[config.mk]
export PLATFORM = sky130hd
export DESIGN_NAME = audio_linear_resampler_framer_flat
export DESIGN_NICKNAME = d
export VERILOG_FILES = /design/src/alr_pkg.sv /design/src/alr_if.sv /design/src/audio_linear_resampler_framer.sv /design/src/alr_convert.sv /design/src/alr_interp.sv /design/src/flat_wrapper.sv
export SDC_FILE = /design/constraint.sdc
export NUM_CORES = 1
export LEC_CHECK = 0
export BUFFER_PORTS_ARGS = -buffer_cell sky130_fd_sc_hd__buf_2
export CORE_ASPECT_RATIO = 1.2
export CORE_UTILIZATION = 45
export CTS_CLUSTER_DIAMETER = 100
export DETAILED_ROUTE_END_ITERATION = 8
export PLACE_DENSITY = 0.61
export RECOVER_POWER = 25
export SLEW_MARGIN = 30
export SYNTH_ARGS = -nofsm -noshare
export SYNTH_HDL_FRONTEND = slang
export SYNTH_SLANG_ARGS = --single-unit
[constraint.sdc]
create_clock -name clk -period 14 [get_ports clk]
set_input_delay 0.7 -clock clk [delete_from_list [all_inputs] [get_ports clk]]
set_output_delay 0.7 -clock clk [all_outputs]
set_load 0.01 [all_outputs]
[src/alr_pkg.sv]
// shared constants and types for the linear resampler and framer
package alr_pkg;

	// sample and phase widths
	localparam int SAMPLE_W = 16;
	localparam int RAW_W    = 16;
	localparam int STEP_W   = 21;
	localparam int FRAC_W   = 16;
	localparam int DIFF_W   = SAMPLE_W + 1;
	localparam int PROD_W   = DIFF_W + FRAC_W + 1;

	// phase step limits, 5.16 fixed point
	localparam logic [STEP_W-1:0] STEP_MIN   = STEP_W'(1024);
	localparam logic [STEP_W-1:0] STEP_MAX   = STEP_W'(1048576);
	localparam logic [STEP_W-1:0] STEP_RESET = STEP_W'(65536);
	localparam logic [STEP_W-1:0] ONE_SAMPLE = STEP_W'(65536);

	// output framing
	localparam int FRAME_LENGTH = 160;
	localparam int FRAME_POS_W  = $clog2(FRAME_LENGTH + 1);

	// configuration port
	localparam int CFG_INDEX_W = 2;
	localparam int CFG_DATA_W  = STEP_W;
	localparam logic [CFG_INDEX_W-1:0] CFG_STEP_RATE    = CFG_INDEX_W'(0);
	localparam logic [CFG_INDEX_W-1:0] CFG_STEREO_MODE  = CFG_INDEX_W'(1);
	localparam logic [CFG_INDEX_W-1:0] CFG_WIDE_SAMPLES = CFG_INDEX_W'(2);

	typedef logic signed [SAMPLE_W-1:0] sample_t;
	typedef logic signed [DIFF_W-1:0]   diff_t;
	typedef logic [RAW_W-1:0]           raw_t;

endpackage

[src/alr_if.sv]
// valid/ready channels for captured frames and resampled output
interface alr_frame_if;
	logic               valid;
	logic               ready;
	alr_pkg::raw_t      channel_a_raw;
	alr_pkg::raw_t      channel_b_raw;

	modport source (output valid, output channel_a_raw, output channel_b_raw, input ready);
	modport sink (input valid, input channel_a_raw, input channel_b_raw, output ready);
endinterface

interface alr_sample_if;
	logic               valid;
	logic               ready;
	alr_pkg::sample_t   out_sample;
	logic               frame_last;

	modport source (output valid, output out_sample, output frame_last, input ready);
	modport sink (input valid, input out_sample, input frame_last, output ready);
endinterface

[src/audio_linear_resampler_framer.sv]
// Linear-interpolation resampler with output framing. Each transfer on capture is one raw
// frame (8-bit unsigned or 16-bit signed, mono or stereo averaged); the block emits zero or
// more interpolated samples on resampled, one per step of a 5.16 phase accumulator, and
// flags every 160th output as the end of a frame. The very first frame after reset only
// primes the interpolator and leaves capture ready. Any later frame is accepted in S_IDLE,
// then each output takes a multiply (S_CHECK), a load (S_LOAD) and a transfer (S_WAIT,
// held while the output side stalls) of the single shared multiplier loop, and an exit
// check in S_CHECK returns to S_IDLE; capture is not ready during that time. Configuration
// writes on cfg_we take effect at the next captured frame.
module audio_linear_resampler_framer (
	input  logic                              clk,
	input  logic                              arst_n,
	input  logic                              cfg_we,
	input  logic [alr_pkg::CFG_INDEX_W-1:0]   cfg_index,
	input  logic [alr_pkg::CFG_DATA_W-1:0]    cfg_data,
	alr_frame_if.sink                         capture,
	alr_sample_if.source                      resampled
);

	typedef enum logic [1:0] {S_IDLE, S_CHECK, S_LOAD, S_WAIT} state_t;

	state_t                              state_q;
	logic [alr_pkg::STEP_W-1:0]          step_rate_q;
	logic                                stereo_mode_q;
	logic                                wide_samples_q;
	logic [alr_pkg::STEP_W-1:0]          step_q;
	logic [alr_pkg::STEP_W-1:0]          phase_q;
	logic [alr_pkg::FRAME_POS_W-1:0]     frame_pos_q;
	logic                                have_prev_q;
	alr_pkg::sample_t                    prev_q;
	alr_pkg::sample_t                    cur_q;
	alr_pkg::diff_t                      diff_q;
	logic                                out_valid_q;
	alr_pkg::sample_t                    out_sample_q;
	logic                                frame_last_q;

	alr_pkg::sample_t                    cur_sample;
	alr_pkg::sample_t                    interp_sample;
	logic [alr_pkg::STEP_W-1:0]          step_clamped;
	logic [alr_pkg::FRAME_POS_W:0]       frame_pos_next;
	logic                                mul_en;
	logic                                in_xfer;

	alr_convert u_convert (
		.channel_a_raw (capture.channel_a_raw),
		.channel_b_raw (capture.channel_b_raw),
		.stereo_mode   (stereo_mode_q),
		.wide_samples  (wide_samples_q),
		.sample        (cur_sample)
	);

	alr_interp u_interp (
		.clk    (clk),
		.mul_en (mul_en),
		.diff   (diff_q),
		.frac   (phase_q[alr_pkg::FRAC_W-1:0]),
		.prev   (prev_q),
		.sample (interp_sample)
	);

	// handshake and sequencer decodes
	assign capture.ready        = (state_q == S_IDLE);
	assign in_xfer              = capture.valid && (state_q == S_IDLE);
	assign mul_en               = (state_q == S_CHECK) && (phase_q < alr_pkg::ONE_SAMPLE);
	assign resampled.valid      = out_valid_q;
	assign resampled.out_sample = out_sample_q;
	assign resampled.frame_last = frame_last_q;

	// step limits
	always_comb begin
		if (step_rate_q < alr_pkg::STEP_MIN) begin
			step_clamped = alr_pkg::STEP_MIN;
		end else if (step_rate_q > alr_pkg::STEP_MAX) begin
			step_clamped = alr_pkg::STEP_MAX;
		end else begin
			step_clamped = step_rate_q;
		end
	end

	assign frame_pos_next = {1'b0, frame_pos_q} + (alr_pkg::FRAME_POS_W + 1)'(1);

	// configuration registers
	always_ff @(posedge clk or negedge arst_n) begin
		if (!arst_n) begin
			step_rate_q    <= alr_pkg::STEP_RESET;
			stereo_mode_q  <= 1'b0;
			wide_samples_q <= 1'b1;
		end else if (cfg_we) begin
			case (cfg_index)
				alr_pkg::CFG_STEP_RATE:    step_rate_q    <= cfg_data;
				alr_pkg::CFG_STEREO_MODE:  stereo_mode_q  <= cfg_data[0];
				alr_pkg::CFG_WIDE_SAMPLES: wide_samples_q <= cfg_data[0];
				default: ;
			endcase
		end
	end

	// sequencer, resampler state and output register
	always_ff @(posedge clk or negedge arst_n) begin
		if (!arst_n) begin
			state_q      <= S_IDLE;
			phase_q      <= '0;
			frame_pos_q  <= '0;
			have_prev_q  <= 1'b0;
			prev_q       <= '0;
			out_valid_q  <= 1'b0;
			frame_last_q <= 1'b0;
			step_q       <= alr_pkg::STEP_RESET;
			cur_q        <= '0;
			diff_q       <= '0;
			out_sample_q <= '0;
		end else begin
			case (state_q)
				S_IDLE: begin
					if (in_xfer) begin
						cur_q  <= cur_sample;
						step_q <= step_clamped;
						diff_q <= alr_pkg::DIFF_W'(cur_sample) - alr_pkg::DIFF_W'(prev_q);
						if (have_prev_q) begin
							state_q <= S_CHECK;
						end else begin
							prev_q      <= cur_sample;
							have_prev_q <= 1'b1;
						end
					end
				end
				S_CHECK: begin
					if (phase_q < alr_pkg::ONE_SAMPLE) begin
						state_q <= S_LOAD;
					end else begin
						phase_q <= phase_q - alr_pkg::ONE_SAMPLE;
						prev_q  <= cur_q;
						state_q <= S_IDLE;
					end
				end
				S_LOAD: begin
					out_sample_q <= interp_sample;
					out_valid_q  <= 1'b1;
					phase_q      <= phase_q + step_q;
					if (frame_pos_next >= (alr_pkg::FRAME_POS_W + 1)'(alr_pkg::FRAME_LENGTH)) begin
						frame_pos_q  <= '0;
						frame_last_q <= 1'b1;
					end else begin
						frame_pos_q  <= frame_pos_next[alr_pkg::FRAME_POS_W-1:0];
						frame_last_q <= 1'b0;
					end
					state_q <= S_WAIT;
				end
				S_WAIT: begin
					if (resampled.ready) begin
						out_valid_q <= 1'b0;
						state_q     <= S_CHECK;
					end
				end
				default: begin
					state_q <= S_IDLE;
				end
			endcase
		end
	end

endmodule

[src/alr_convert.sv]
// converts one raw capture frame into a signed 16-bit sample
module alr_convert (
	input  alr_pkg::raw_t    channel_a_raw,
	input  alr_pkg::raw_t    channel_b_raw,
	input  logic             stereo_mode,
	input  logic             wide_samples,
	output alr_pkg::sample_t sample
);

	alr_pkg::sample_t half_a;
	alr_pkg::sample_t half_b;
	logic [7:0]       byte_sum;
	logic [7:0]       byte_val;

	// floor halves of the 16-bit channels
	assign half_a = {channel_a_raw[15], channel_a_raw[15:1]};
	assign half_b = {channel_b_raw[15], channel_b_raw[15:1]};

	// byte average of truncated halves, offset 128 removed by flipping the top bit
	assign byte_sum = {1'b0, channel_a_raw[7:1]} + {1'b0, channel_b_raw[7:1]};
	assign byte_val = stereo_mode ? byte_sum : channel_a_raw[7:0];

	always_comb begin
		if (wide_samples) begin
			if (stereo_mode) begin
				sample = half_a + half_b;
			end else begin
				sample = channel_a_raw;
			end
		end else begin
			sample = {byte_val ^ 8'h80, 8'h00};
		end
	end

endmodule

[src/alr_interp.sv]
// shared multiply unit: registered diff * fraction, then floor shift and add
module alr_interp (
	input  logic                      clk,
	input  logic                      mul_en,
	input  alr_pkg::diff_t            diff,
	input  logic [alr_pkg::FRAC_W-1:0] frac,
	input  alr_pkg::sample_t          prev,
	output alr_pkg::sample_t          sample
);

	logic signed [alr_pkg::PROD_W-1:0]   product_q;
	logic signed [alr_pkg::DIFF_W:0]     offset;
	logic signed [alr_pkg::DIFF_W:0]     sum;

	// product register, loaded once per output
	always_ff @(posedge clk) begin
		if (mul_en) begin
			product_q <= diff * $signed({1'b0, frac});
		end
	end

	// arithmetic shift by 16 rounds toward minus infinity
	assign offset = product_q[alr_pkg::PROD_W-1 -: (alr_pkg::DIFF_W + 1)];
	assign sum    = {{2{prev[alr_pkg::SAMPLE_W-1]}}, prev} + offset;
	assign sample = sum[alr_pkg::SAMPLE_W-1:0];

endmodule

[src/flat_wrapper.sv]
// flat-port wrapper written by rule: the top's interface ports become plain ports
module audio_linear_resampler_framer_flat 
  (clk, arst_n, cfg_we, cfg_index, cfg_data, capture_valid, capture_channel_a_raw, capture_channel_b_raw, capture_ready, resampled_valid, resampled_out_sample, resampled_frame_last, resampled_ready);
  alr_frame_if capture_i ();
  alr_sample_if resampled_i ();
  input  logic clk;
  input  logic arst_n;
  input  logic cfg_we;
  input  logic [alr_pkg::CFG_INDEX_W-1:0] cfg_index;
  input  logic [alr_pkg::CFG_DATA_W-1:0] cfg_data;
  input wire logic [$bits(capture_i.valid)-1:0] capture_valid;
  input wire logic [$bits(capture_i.channel_a_raw)-1:0] capture_channel_a_raw;
  input wire logic [$bits(capture_i.channel_b_raw)-1:0] capture_channel_b_raw;
  output wire logic [$bits(capture_i.ready)-1:0] capture_ready;
  output wire logic [$bits(resampled_i.valid)-1:0] resampled_valid;
  output wire logic [$bits(resampled_i.out_sample)-1:0] resampled_out_sample;
  output wire logic [$bits(resampled_i.frame_last)-1:0] resampled_frame_last;
  input wire logic [$bits(resampled_i.ready)-1:0] resampled_ready;
  assign capture_i.valid = capture_valid;
  assign capture_i.channel_a_raw = capture_channel_a_raw;
  assign capture_i.channel_b_raw = capture_channel_b_raw;
  assign capture_ready = capture_i.ready;
  assign resampled_valid = resampled_i.valid;
  assign resampled_out_sample = resampled_i.out_sample;
  assign resampled_frame_last = resampled_i.frame_last;
  assign resampled_i.ready = resampled_ready;
  audio_linear_resampler_framer u_core (.clk(clk), .arst_n(arst_n), .cfg_we(cfg_we), .cfg_index(cfg_index), .cfg_data(cfg_data), .capture(capture_i), .resampled(resampled_i));
endmodule
**Yosys cells after proc, flatten, opt, wreduce, memory -nomap -nowiden**

Cells that the tools add are included.

- Output and inout port bits: 19
- Bits in registers: 175

- Equality and inequality tests: 10
- $mul: 1
- Bitwise gates (word level): 1
- Muxes and demuxes: 20
- Add/subtract/negate cells: 7
- Reductions and logical operators: 15
- Magnitude comparators: 4

Operators with widths:

| operator | number |
|---|---|
| 16-bit 2-to-1 mux | 5 |
| 21-bit 2-to-1 mux | 3 |
| 21-bit case mux with 2 select lines | 1 |
| 17-bit by 17-bit multiplier with 32-bit output | 1 |
| 16-bit case mux with 2 select lines | 1 |
| 21-bit adder | 1 |
| 21-bit greater-than comparator, second input constant | 1 |
| 21-bit by 11-bit < comparator with 1-bit output, second input constant | 1 |
| 21-bit by 17-bit < comparator with 1-bit output, second input constant | 1 |
| 21-bit by 17-bit subtractor with 21-bit output, second input constant | 1 |
| 16-bit by 16-bit subtractor with 17-bit output | 1 |
| 15-bit by 15-bit adder with 16-bit output | 1 |
| 16-bit adder | 1 |
| 8-bit 2-to-1 mux | 2 |
| 2-bit AND reduction | 6 |
| 8-bit by 1-bit adder with 9-bit output, second input constant | 1 |
| 9-bit by 8-bit >= comparator with 1-bit output, second input constant | 1 |
| 7-bit by 7-bit adder with 8-bit output | 1 |
| 2-bit 2-to-1 mux | 4 |
| 2-bit case mux with 4 select lines | 1 |
| 2-bit == test, second input constant | 3 |
| 2-bit inequality test, second input constant | 3 |
| 2-bit nonzero test | 3 |
| 2-bit by 1-bit == test with 1-bit output, second input constant | 2 |
| other kinds (8) | 12 |

**Depth between registers and ports, before layout**

Gate-level depths: netlist of the first run.

- Word-level depth: 7
- Depth in mapped cells: 23
- Depth with buffers taken out: 21

**Hierarchy**

From an unflattened synthesis of the first run, not the netlist that was laid out.

- Cells, all modules: 2,004
- Area total of the unflattened synthesis: 19,322.3 µm²

By module, submodules not included:

| module | cells an instance | area each (µm²) | instances |
|---|---|---|---|
| alr_interp | 1,161 | 10,772.8 | 1 |
| audio_linear_resampler_framer | 698 | 7,531.0 | 1 |
| alr_convert | 145 | 1,018.5 | 1 |

**Worst setup path after synthesis of the first run**

No wires, ideal clock.

- Kind: register -> register
- Start: register u_core.phase_q[2] (netlist bit)
- End: register u_core.u_interp.product_q[31] (netlist bit), data pin
- Data required time: 13.865 ns
- Stages on the path, launching flop included: 22
- Setup time: 0.135 ns
- Arrival time: 5.817 ns
- Slack: 8.048 ns
- Clock period less this slack: 5.952 ns
- Path through: dfrtp_1 -> clkbuf_1 -> nand2_1 -> inv_1 -> fa_1 -> inv_1 -> fa_1 -> inv_1 -> fa_1 -> fa_1 -> fa_1 -> inv_1 -> fa_1 -> inv_1 -> ha_1 -> a21o_1 -> a21o_1 -> a21oi_1 -> o21a_1 -> a21oi_1 -> or3_1 -> nand3_1

- Longest elaborated chain between the ends: 1

Ends and longest elaborated chain:

| what | RTL line | RTL |
|---|---|---|
| start: declaration | audio_linear_resampler_framer.sv:27 | `logic [alr_pkg::STEP_W-1:0] phase_q;` |
| start signal: assignment | audio_linear_resampler_framer.sv:131 | `phase_q <= phase_q - alr_pkg::ONE_SAMPLE;` |
| start signal: assignment | audio_linear_resampler_framer.sv:139 | `phase_q <= phase_q + step_q;` |
| 17-bit by 17-bit multiplier with 32-bit output | alr_interp.sv:18 | `product_q <= diff * $signed({1'b0, frac});` |
| end signal: assignment | alr_interp.sv:18 |  |
| end: declaration | alr_interp.sv:11 | `logic signed [alr_pkg::PROD_W-1:0] product_q;` |

Every way passes these cells.
A chain may end at the register's enable or synchronous reset.

**Worst setup path after layout of the first run**

- Start: register u_core.phase_q[9] (netlist bit)
- End: register u_core.u_interp.product_q[31] (netlist bit), data pin

Same word-level chain as after synthesis.

==> results of run 1 <==
## registers in the layout, summed over array words and instances, names as in the netlist, 2 cells and up
| register | cells |
|---|---|
| u_core.cur_q | 16 |
| u_core.diff_q | 17 |
| u_core.frame_pos_q | 8 |
| u_core.phase_q | 21 |
| u_core.prev_q | 16 |
| u_core.resampled.out_sample | 16 |
| u_core.state_q | 2 |
| u_core.step_q | 21 |
| u_core.step_rate_q | 21 |
| u_core.u_interp.product_q | 16 |
## final cells by class
class	count	area, um2	area share [%]
multi-input combinational	1423	13500	65.3
timing repair buffer	88	467	2.25
sequential	159	4060	19.6
inverter	362	1360	6.56
antenna	1	2.50	0.0121
clock buffer	17	425	2.05
clock inverter	15	188	0.906
tap	546	683	3.30
## worst register-to-register path, cell delays in order, from the launching register on
cell,delay [ns]
dfrtp_1,0.97
nand2_1,0.19
fa_1,0.56
inv_1,0.06
fa_1,0.38
inv_1,0.09
fa_1,0.38
inv_1,0.08
fa_1,0.44
fa_1,0.55
inv_1,0.05
fa_1,0.53
inv_1,0.04
ha_1,0.31
a211oi_1,0.26
nand2_1,0.15
a311oi_1,0.49
nor4_2,0.20
o21ai_0,0.43
a21oi_1,0.21
or3_1,0.40
nand3_1,0.10
## worst max-delay path by stage
stage                            startpoint  slack (ns)                       endpoint
final                     u_core.phase_q[9]        6.99  u_core.u_interp.product_q[31]
after global routing      u_core.phase_q[9]        6.62  u_core.u_interp.product_q[31]
after CTS                 u_core.phase_q[9]        6.81  u_core.u_interp.product_q[29]
after detailed placement  u_core.phase_q[9]        6.85  u_core.u_interp.product_q[29]
after global placement    u_core.phase_q[9]        6.93  u_core.u_interp.product_q[29]
after floorplan           u_core.phase_q[2]        8.05  u_core.u_interp.product_q[31]
## cells in the final DEF (no fill, tap or decap), types with 5 or more instances in the layout
cell / instances
buf_2: 76
edfxtp_1: 16
o31ai_1: 15
nand3b_1: 5
fa_1: 269
o211ai_1: 6
a21o_1: 17
nor4_1: 5
buf_4: 11
xnor2_1: 53
a211oi_1: 7
nand2_1: 220
and3_1: 13
o21ai_0: 67
nor2_1: 66
a21oi_1: 76
o21bai_1: 5
mux2i_1: 16
nand2b_1: 14
or3_1: 7
xor2_1: 21
nand3_1: 18
inv_1: 361
dfrtp_1: 139
and2_1: 140
o21ai_1: 7
clkinv_8: 5
clkbuf_16: 17
nor2b_1: 15
a31oi_1: 11
mux2_2: 61
o21a_1: 14
nor3_1: 26
a22o_1: 20
ha_1: 153
inv_8: 5
## where the power goes
group | switching [mW] | internal, mW
Clock | 0.234 | 0.244
Combinational | 2.09 | 1.58
Sequential | 0.353 | 0.716
Total | 2.68 | 2.54
## kinds of logic after synthesis
family | Yosys count
simple gates | 556
flops | 159
buf+inv | 433
mux | 80
fa+ha+maj | 423
compound gates | 290
xor+xnor | 74
## metal layers
layer	track usage (%)	wire, um	vias to the layer above
met5	0	0	-
li1	-	-	6532
met3	2.34	1300	51
met4	5.00	782	0
met1	28.8	19900	6994
met2	39.2	22900	252
## stage by stage
step,cells,setup WS (ns),utilization [%]
2_1_floorplan,2015,8.05,-
3_3_place_gp,2578,6.93,47.9
3_5_place_dp,2578,6.85,47.9
4_1_cts,2610,6.81,49.4
5_1_grt,2610,6.62,49.4
6_report,2611,6.99,49.4
==> results.toml, run 1 <==
[synthesis]
syn_area_um2 = 19200
muxShareOfSynthArea_pct = 4.76
async_reset_ff_share_pct = 89.9
synth_top_family_by_area = "adder cells"
synth_edf_count = 16
yosys.area_share.simple_pct = 14.3
synth.most_common_cell = "inv_1"
synth_compound_area_share_pct = 9.83
yosysWarnings = 0
synth_fp_nets = 2498
ys_top_cells_by_area = "fa_1 28%, dfrtp_1 18%, ha_1 10%, inv_1 7.1%, and2_1 4.6%"
synth_xor_area_share_pct = 3.38
ys.flop_type = "dfrtp_1"
ys_top_cells_by_count = "361 x inv_1, 269 x fa_1, 221 x nand2_1"
synth_fa_ha_area_share_pct = 38.1
synth-seq-area-share_pct = 21.2
ys_types = 73
syn_avg_cell_area_um2 = 9.53
syn_inst = 2015
synth_top_area_share_pct = 28.0
ys_ff_latch = 159
yosysTopAreaCell = "fa_1"

[floorplanning]
die_w_um = 191
io_pins = 79
die_h_um = 228
num_rows = 82
fp.coreArea_um2 = 42000
dieArea_um2 = 43500
initial_core_util_pct = 45.8

[route]
dr.pass1.iters = 7
post_drt_via_cell_ratio = 5.30
wirelength_um = 45000
remaining_drc_errors = 0
ant_nets = 0
drt_iter0_drc = 605
routedWlPerCell_um = 17.2
vias = 13829

[run_status]
status = "finished with violations"
violations = "capacitance limit, slew limit"

[power_and_ir_drop]
powerDensity_nw_per_um2 = 252
power_mw = 5.22
leakage_nw = 10.4
ir_worst_vdd_uv = 164

[hold_path]
hold_path_end = "u_core.resampled.valid"
hold_start = "resampled_ready"
hold_class = "input pin to flip-flop"
whs_path_depth = 2

[worst_setup_path]
crit_buf_inv = 5
reg2reg_slack_ns = 6.99
path_class = "flip-flop to flip-flop"
worst_setup_path_end_kind = "flip-flop"
crit_top_cell = "fa_1"
startpoint_type = "flip-flop"
path_delay_family = "adder cells"
path_cells = "nand2_1 > fa_1 > inv_1 > fa_1 > inv_1 > fa_1 > inv_1 > fa_1 > fa_1 > inv_1 > fa_1 > inv_1 > ha_1 > a211oi_1 > nand2_1 > a311oi_1 > nor4_2 > o21ai_0 > a21oi_1 > or3_1 > nand3_1"
r2r_start = "u_core.phase_q[9]"
cp.depth = 21
arrival_ns = 7.31
regToRegEndpoint = "u_core.u_interp.product_q[31]"
crit_slowest_cell = "dfrtp_1"
critPathRequiredTime_ns = 14.30
cpPeakStageDelay_ns = 0.97
r2r_cells = 21
crit_path_max_fanout = 19

[timing]
finalCritPeriodShare_pct = 50.1
slew_viol_final = 89
finalSetupViolCount = 0
min_period_ns = 7.01
clock_skew_ns = 0.0211
tns_ns = 0
hold_violations = 0
clock.fmax_mhz = 143
max_slew_margin_pct = -218
worstMarginPinSlew_ns = 4.78
whs_ns = 0.472
rsz0062_at_grt = "false"

[placement]
detailed_place.area_um2 = 20100
place_hpwl_um = 34800
place_congestion = 0.851
port_buffers = 77

[clocking]
cts_root_buffer = "clkbuf_16"
cts_made_buffers = 17
cts_hold_buf = 0
clk_path_buf_depth = 2
clock_latency_ns = 0.44
htree_levels = 4
clkSinkCount = 159
cts_setup_buffers = 0
cts_resized = 0
path_clk_slew_ns = 0.08
cts_tree = "done"

[layout]
final_area_um2 = 20700
syn_to_final_growth_pct = 7.90
drive_gt1_share_pct = 10.2
fillCellCount = 3906
fin_nets = 2534

[run]
cap_violations = 1

[global_routing]
grt_remaining_overflow = 0
antenna_found_initial = 0
grt_max_degree = 89
grt_pass1_vias = 14924
grtUsageTotal_pct = 22.1
grt_pass1_wl_um = 76300
Power figures use the tool's default switching activity.
==> run 2: changes to the inputs <==
--- a/config.mk
+++ b/config.mk
@@ -10,7 +10,7 @@
 export CORE_UTILIZATION = 45
 export CTS_CLUSTER_DIAMETER = 100
 export DETAILED_ROUTE_END_ITERATION = 8
-export PLACE_DENSITY = 0.61
+export PLACE_DENSITY = 0.64
 export RECOVER_POWER = 25
 export SLEW_MARGIN = 30
 export SYNTH_ARGS = -nofsm -noshare
==> constraint.sdc (replaced) <==
create_clock -name clk -period 6.4 [get_ports clk]
set_input_delay 0.32 -clock clk [delete_from_list [all_inputs] [get_ports clk]]
set_output_delay 0.32 -clock clk [all_outputs]
set_load 0.01 [all_outputs]
==> run 2 against run 1 <==
  * The flow still finishes with violations (capacitance limit, slew limit)
  * Final area is 1.8% higher
  * Clock-buffer cell count grew 4
  * Setup slack lost 6.7 ns
  * Final cell count is 1.9% higher
  * Combinational power grew 140%
  * Non-clock buffer count increased by 51
  * Global-route usage up 0.31 points
==> results.toml, run 2 (same netlist as run 1, synthesis figures left out) <==
[worst_setup_path]
r2r_start = "u_core.phase_q[2]"
path_class = "flip-flop to flip-flop"
reg2reg_slack_ns = 0.31
crit_path_max_fanout = 7
critPathRequiredTime_ns = 6.69
worst_setup_path_end_kind = "flip-flop"
arrival_ns = 6.39
startpoint_type = "flip-flop"
crit_start = "u_core.phase_q[2]"

[global_routing]
grtUsageTotal_pct = 22.4
grt.busiest_layer = "met2"
antenna_found_initial = 0
grt_util_met2_pct = 38.6
grt_util_met1_pct = 29.6
grt_util_met3_pct = 3.17
grt_max_degree = 83
grt_remaining_overflow = 0
grt_pass1_vias = 15100
grt_pass1_wl_um = 77400

[route]
vias = 14212
remaining_drc_errors = 0
routedWlPerCell_um = 17.2
dr.pass1.iters = 5
post_drt_via_cell_ratio = 5.34
wirelength_um = 45700
ant_nets = 0
drt_iter0_drc = 717

[clocking]
cts_tree = "done"
clock_latency_ns = 0.43
cts_root_buffer = "clkbuf_16"
htree_levels = 4
clk_path_buf_depth = 2
cts_made_buffers = 17
path_clk_slew_ns = 0.07
clkSinkCount = 159

[hold_path]
hold_class = "input pin to flip-flop"
hold_start = "resampled_ready"

[placement]
port_buffers = 77
place_congestion = 0.891
place_hpwl_um = 37300
dp_slack_ns = 0.0425
dp_cells = 2627
detailed_place.area_um2 = 20500

[layout]
fin_cells = 2660
drive_gt1_share_pct = 12.6
syn_to_final_growth_pct = 9.85
fin_nets = 2585
most-common-layout-cells = "361 x inv_1, 267 x fa_1, 220 x nand2_1"
fin_util_pct = 50.3
reg_top3 = "u_core.phase_q x21, u_core.step_q x21, u_core.step_rate_q x21"
antenna_cells = 0
layout_commonest_cell = "inv_1"
fillCellCount = 3913
final_area_um2 = 21100

[floorplanning]
io_pins = 79
num_rows = 82
die_w_um = 191
initial_core_util_pct = 45.8
fp.coreArea_um2 = 42000
dieArea_um2 = 43500
die_h_um = 228

[timing]
tns_ns = 0
finalCritPeriodShare_pct = 95.2
hold_violations = 0
finalSetupViolCount = 0
slew_viol_final = 80
min_period_ns = 6.09
whs_ns = 0.119
worstMarginPinSlew_ns = 4.37
clock.fmax_mhz = 164
setup_ws_ns = 0.306
max_slew_margin_pct = -192
clock_skew_ns = 0.0157

[run_status]
status = "finished with violations"
violations = "capacitance limit, slew limit"

[power_and_ir_drop]
leakage_nw = 10.7
powerDensity_nw_per_um2 = 559
power_mw = 11.8
ir_worst_vdd_uv = 315

[run]
cap_violations = 1
-- run 2: cell types whose count changed in the layout (fill, tap and decap cells not counted), moves of 5 or more --
cell	previous run	this run
clkinv_8	5	0
dfrtp_1	139	132
inv_8	5	0
dfrtp_2	1	8
buf_4	11	59
clkbuf_1	1	6
-- run 2: where the power goes --
group	switching [mW]	leakage [nW]	internal, mW	total, mW
Sequential	0.468	1.91	1.58	2.05
Clock	0.429	0.283	0.590	1.02
Combinational	5.01	8.48	3.71	8.72
-- run 2: final timing paths --
path	end	cells past startpoint
setup / recovery	u_core.u_interp.product_q[31]	20
hold / removal	u_core.resampled.valid	2
setup reg to reg	u_core.u_interp.product_q[31]	20
hold reg to reg	u_core.resampled.frame_last	1
max in group asynchronous	u_core.diff_q[7]	2
min in group asynchronous	u_core.step_rate_q[3]	2
-- run 2: critical path, stage by stage (launching register included) --
cell	delay, ns
dfrtp_2	0.49
nand2_1	0.14
inv_1	0.10
fa_2	0.65
inv_1	0.11
fa_2	0.62
inv_1	0.14
fa_1	0.48
fa_1	0.51
fa_1	0.50
inv_1	0.05
fa_1	0.48
inv_1	0.04
ha_1	0.34
a21o_1	0.19
a21o_1	0.19
a21oi_1	0.15
o21a_1	0.20
a21oi_2	0.10
or3_1	0.37
nand3_1	0.09
-- run 2: what timing repair did --
item | 4_1_cts | 5_1_grt
pin swaps | 0 | 1
buffers inserted | 0 | 1
hold buffers | 1 | 0
resized for setup | 1 | 16
endpoints found under the setup margin | 1 | 12
endpoints found under the hold margin | 78 | 0
-- run 2: area by class of cell --
type | instances | area [um2] | share of cell area, %
well taps | 546 | 683 | 3.24
multi-input cells | 1423 | 13600 | 64.3
repair buffers | 139 | 847 | 4.02
clock inverters | 10 | 126 | 0.599
flip-flops and latches | 159 | 4070 | 19.3
inverters | 362 | 1360 | 6.44
clock buffers | 21 | 450 | 2.14
-- run 2: per-layer routing --
layer	routed length [um]	vias up
met5	0	-
met4	846	0
met3	1780	62
met2	23300	283
met1	19800	7225
li1	-	6642
